<file path="src/hw/rtl/triangle_circumcircle_incircle_unit_macros.svh">
// assertion macros for the circumcircle unit
`ifndef TRIANGLE_CIRCUMCIRCLE_INCIRCLE_UNIT_MACROS_SVH
`define TRIANGLE_CIRCUMCIRCLE_INCIRCLE_UNIT_MACROS_SVH

// antecedent implies consequent in the same cycle
`define TCC_ASSERT_IMPL(name, ante, cons, msg) \
  name: assert property (@(posedge clk_i) disable iff (!rst_ni) (ante) |-> (cons)) \
    else $error(msg);

// condition never holds
`define TCC_ASSERT_NEVER(name, cond, msg) \
  name: assert property (@(posedge clk_i) disable iff (!rst_ni) !(cond)) \
    else $error(msg);

`endif

</file>
<file path="src/hw/rtl/tcc_pkg.sv">
// shared constants for the circumcircle unit
`timescale 1ns / 1ps
package tcc_pkg;

  localparam int OUT_W = 32;
  localparam int ROOT_W = 33;
  localparam int MIN_QUOT_W = 34;
  localparam logic signed [OUT_W-1:0] CENTRE_MAX = 32'sh7FFF_FFFF;
  localparam logic signed [OUT_W-1:0] CENTRE_MIN = 32'sh8000_0000;

endpackage

</file>
<file path="src/hw/rtl/tcc_isqrt.sv">
// pipelined integer square root, one root bit per stage
`timescale 1ns / 1ps
module tcc_isqrt import tcc_pkg::*; #(
  parameter int RW     = ROOT_W,
  parameter int SIDE_W = 8
) (
  input  logic              clk_i,
  input  logic              rst_ni,
  input  logic              en_i,
  input  logic              valid_i,
  input  logic [2*RW-1:0]   rad_i,
  input  logic [SIDE_W-1:0] side_i,
  output logic              valid_o,
  output logic [RW-1:0]     root_o,
  output logic [SIDE_W-1:0] side_o
);

  localparam int REM_W = RW + 3;

  logic              valid_q [RW+1];
  logic [2*RW-1:0]   rad_q   [RW+1];
  logic [REM_W-1:0]  rem_q   [RW+1];
  logic [RW-1:0]     root_q  [RW+1];
  logic [SIDE_W-1:0] side_q  [RW+1];

  always_ff @(posedge clk_i or negedge rst_ni) begin
    if (!rst_ni) begin
      valid_q[0] <= 1'b0;
    end else if (en_i) begin
      valid_q[0] <= valid_i;
    end
  end

  always_ff @(posedge clk_i) begin
    if (en_i) begin
      rad_q[0]  <= rad_i;
      rem_q[0]  <= '0;
      root_q[0] <= '0;
      side_q[0] <= side_i;
    end
  end

  for (genvar k = 1; k <= RW; k++) begin : g_step
    logic [REM_W-1:0] cur;
    logic [REM_W-1:0] trial;
    logic             ge;

    assign cur   = {rem_q[k-1][REM_W-3:0], rad_q[k-1][2*(RW-k)+1 -: 2]};
    assign trial = REM_W'({root_q[k-1], 2'b01});
    assign ge    = cur >= trial;

    always_ff @(posedge clk_i or negedge rst_ni) begin
      if (!rst_ni) begin
        valid_q[k] <= 1'b0;
      end else if (en_i) begin
        valid_q[k] <= valid_q[k-1];
      end
    end

    always_ff @(posedge clk_i) begin
      if (en_i) begin
        rem_q[k]  <= ge ? cur - trial : cur;
        root_q[k] <= {root_q[k-1][RW-2:0], ge};
        rad_q[k]  <= rad_q[k-1];
        side_q[k] <= side_q[k-1];
      end
    end
  end

  assign valid_o = valid_q[RW];
  assign root_o  = root_q[RW];
  assign side_o  = side_q[RW];

endmodule

</file>
<file path="config.mk">
export PLATFORM = sky130hd
export DESIGN_NAME = tcc_isqrt
export DESIGN_NICKNAME = d
export VERILOG_FILES = /design/src/hw/rtl/triangle_circumcircle_incircle_unit_macros.svh /design/src/hw/rtl/tcc_pkg.sv /design/src/hw/rtl/tcc_isqrt.sv
export SDC_FILE = /design/constraint.sdc
export NUM_CORES = 2
export LEC_CHECK = 0
export BUFFER_PORTS_ARGS = -buffer_cell sky130_fd_sc_hd__buf_2
export CELL_PAD_IN_SITES_DETAIL_PLACEMENT = 1
export CELL_PAD_IN_SITES_GLOBAL_PLACEMENT = 2
export CORE_MARGIN = 4
export CORE_UTILIZATION = 25
export CTS_CLUSTER_DIAMETER = 100
export DETAILED_ROUTE_END_ITERATION = 10
export GPL_ROUTABILITY_DRIVEN = 0
export GPL_TIMING_DRIVEN = 0
export PLACE_DENSITY = 0.54
export SETUP_SLACK_MARGIN = 0.3
export SLEW_MARGIN = 5
export SYNTH_ARGS = -nofsm -noshare
export SYNTH_HDL_FRONTEND = slang
export SYNTH_MEMORY_MAX_BITS = 65536
export SYNTH_SLANG_ARGS = --single-unit
</file>
<file path="constraint.sdc">
create_clock -name clk_i -period 4.77 [get_ports clk_i]
set_clock_uncertainty 0.1 [all_clocks]
set_input_delay 0.7155 -clock clk_i [delete_from_list [all_inputs] [get_ports clk_i]]
set_output_delay 0.7155 -clock clk_i [all_outputs]
set_load 0.01 [all_outputs]
</file>
==> results.tsv <==
metric	value	unit
Clk pwr share	36.1	%
GR Overflow Total	0	
FF+latch count, synth	3026	
crit-path max FO	7	
hpwl dp	231	mm
R2R cell count	12	
Worst slew margin	14.4	%
Pwr Density	497	mW/mm²
pre-CTS setup slack	-1.43	ns
std cell rows	269	
DR iter-0 viols	4238	
Die Area	0.553	mm²
Fin. Hold Viols	0	
worst setup margin	0.488	ns
critical path capture point type	flop	
Sink Count	3026	
DRT Wirelength	319	mm
number of global-route vias before repair	85300	
# DRC	0	
largest net degree at the start of global routing	174	
CP required	5.28	ns
Synth cell types	90	
setup violators final	0	
Pint	56600	µW
Top-Level Pins	120	
Worst Setup Path Type	reg -> reg	
die width	744	µm
mapped cell area	0.135	mm²
Layout Utilization	29.5	%
TNS Setup	0	ns
routed len/inst	17.6	µm
Hold Crit Depth	0	
area grow syn2layout	17.5	%
final slew viol count	0	
max_cap viols	0	
placed insts	17400	
CTS Buffer Depth	4	
Hold Path End	rad_q[13][31]$_DFFE_PP_	
Hold Startpoint	rad_q[12][31]$_DFFE_PP_	
initial antenna violation count	2	
Avg Synthesized Cell Area	13.5	µm²
CP Data Arrival Time	4.79	ns
CTS Buf Count	370	
period utilisation layout	89.8	%
gr usage total	11.3	%
Reg-to-Reg Start	root_q[12][3]$_DFFE_PP_	
r2r setup slk	0.49	ns
fin area	0.159	mm²
part of the power in registers	45.1	%
Pre-antenna DRT Iters	5	
Starting Density	25.1	%
core area	0.538	mm²
status	finished clean	
Leakage	0.0587	µW
clk root buf	clkbuf_16	
worst skew pair latency	0.95	ns
CP Launch Type	flop	
sw frac	28.4	%
Psw	22400	µW
RSZ-0062 raised after global routing	true	
placed inst area	0.146	mm²
global-route wire length before repair	501	mm
Fmax achieved	0.234	GHz
clock transition at the registers of the reported paths	0.06	ns
worst-margin pin slew	1.27	ns
Final Non-Filler Cells	18100	
gate count of the mapped netlist	10000	
sequential element share of the synthesized area	67.0	%
via count	79200	
Routed Antenna Nets	0	
syn nets	10700	
Hold Crit Class	reg -> reg	
fraction of registers with async set/reset	1.12	%
peak supply drop	307	µV
EDFF count, synth	2992	
fin crit period	4.28	ns
fin nets	11300	
die height	744	µm
Logic pwr share	18.9	%
number of vias per cell	4.37	
CTS tree	done	
layout cells sized above 1	8.86	%
CTS H-Tree Depth	5	
FF-to-FF End	rem_q[13][33]$_DFFE_PP_	
PortBufs	119	
Primary FF master, synth	edfxtp_1	
count of warnings emitted by yosys	0	
==> area by class of cell <==
type                    instances  area, µm²
flip-flops and latches       3026      90700
well taps                    7181       8980
diodes                         10       25.0
multi-input cells            6046      41200
clock buffers                 441       9630
fillers                     57600     379000
plain buffers                 204        828
inverters                     756       2850
repair buffers                224       2010
clock inverters               239       2710
==> routing by layer <==
| metal | wire length (µm) | up-vias | global-route usage, % |
|---|---|---|---|
| li1 | - | 38500 | - |
| met1 | 141000 | 39200 | 14.2 |
| met2 | 157000 | 927 | 19.7 |
| met3 | 9450 | 575 | 1.55 |
| met4 | 12000 | 0 | 4.24 |
| met5 | 0 | - | 0 |
==> stage by stage <==
stage                     hold WS, ns  total power [µW]
final                           0.290             79000
after global routing            0.256             83800
after CTS                       0.180             80700
after detailed placement        0.305             51200
after global placement          0.300             52800
after floorplan                 0.300             45700
==> power groups by stage <==
stage / Clock [µW] / Sequential [µW] / Combinational (µW)
floorplan: 0 / 35100 / 10600
global placement: 0 / 38600 / 14300
detailed placement: 0 / 36300 / 14900
CTS: 29900 / 35700 / 15100
global route: 31000 / 36000 / 16800
finish: 28500 / 35600 / 14900
==> cell families (layout without fill, tap and decap cells) <==
kind of cell / Yosys count / after routing / share of synthesized area [%]
AOI/OAI and AO/OA: 2001 / 2001 / 9.12
xor gates and xnor gates: 890 / 890 / 5.76
adders and majority gates: 596 / 596 / 5.51
buffers and inverters: 960 / 1864 / 2.68
DFF: 3026 / 3026 / 67.0
muxes: 129 / 129 / 1.06
other: 1 / 11 / 0.00277
and+or+nand+nor: 2429 / 2429 / 8.84
==> cell usage in the layout, fill, tap and decap left out, drive strengths merged, types with 110 or more instances in the layout <==
master / n
a21o: 257
a21oi: 639
buf: 167
clkbuf: 625
clkinv: 154
edfxtp: 2992
ha: 596
inv: 769
mux2: 119
nand2: 603
nand3: 174
nor2: 609
nor3: 237
nor4: 125
o21a: 110
o21ai: 520
or3: 110
xnor2: 434
xor2: 456
==> worst max-delay path by stage <==
stage,from,to,depth (start not counted)
final,root_q[12][3]$_DFFE_PP_,rem_q[13][33]$_DFFE_PP_,12
after detailed placement,rad_q[26][13]$_DFFE_PP_,rem_q[27][29]$_DFFE_PP_,13
after global routing,root_q[29][0]$_DFFE_PP_,rem_q[30][29]$_DFFE_PP_,11
after CTS,root_q[30][23]$_DFFE_PP_,rem_q[31][15]$_DFFE_PP_,14
after floorplan,rem_q[11][10]$_DFFE_PP_,rem_q[12][30]$_DFFE_PP_,12
after global placement,en_i,rad_q[0][10]$_DFFE_PP_,1
==> registers in the layout, summed over array words and instances (netlist names) <==
signal,count
valid_q,33
rad_q,1122
side_q,272
root_q,561
rem_q,1037
valid_o,1
==> critical path, cell delays in order (launching register included) <==
cell and delay (ns):
edfxtp_1 0.42, inv_1 0.06, ha_1 0.35, nand3_1 0.15, o21bai_1 0.21, and3_1 0.20, o31a_1 0.30, a21o_1 0.22
and3_1 0.17, clkbuf_1 0.19, nor4_1 0.48, nor4b_1 0.99, xor2_1 0.13
==> cell usage after synthesis (100+ instances only) <==
library cell | number | area (µm²)
a21o_1 | 257 | 1930
a21oi_1 | 639 | 3200
clkbuf_1 | 187 | 702
edfxtp_1 | 2992 | 89800
ha_1 | 596 | 7460
inv_1 | 750 | 2820
mux2_2 | 119 | 1340
nand2_1 | 603 | 2260
nand2b_1 | 100 | 626
nand3_1 | 173 | 866
nor2_1 | 608 | 2280
nor3_1 | 235 | 1180
nor4_1 | 123 | 769
o21a_1 | 110 | 826
o21ai_0 | 518 | 2590
or3_1 | 108 | 676
xnor2_1 | 434 | 3800
xor2_1 | 456 | 3990
==> what timing repair did <==
item	4_1_cts	5_1_grt
buffers inserted	3	3
gates resized for setup	40	47
pin swaps	1	1
hold buffers	77	0
endpoints found under the setup margin	233	206
hold endpoints to repair	126	0
Power figures use the tool's default switching activity.
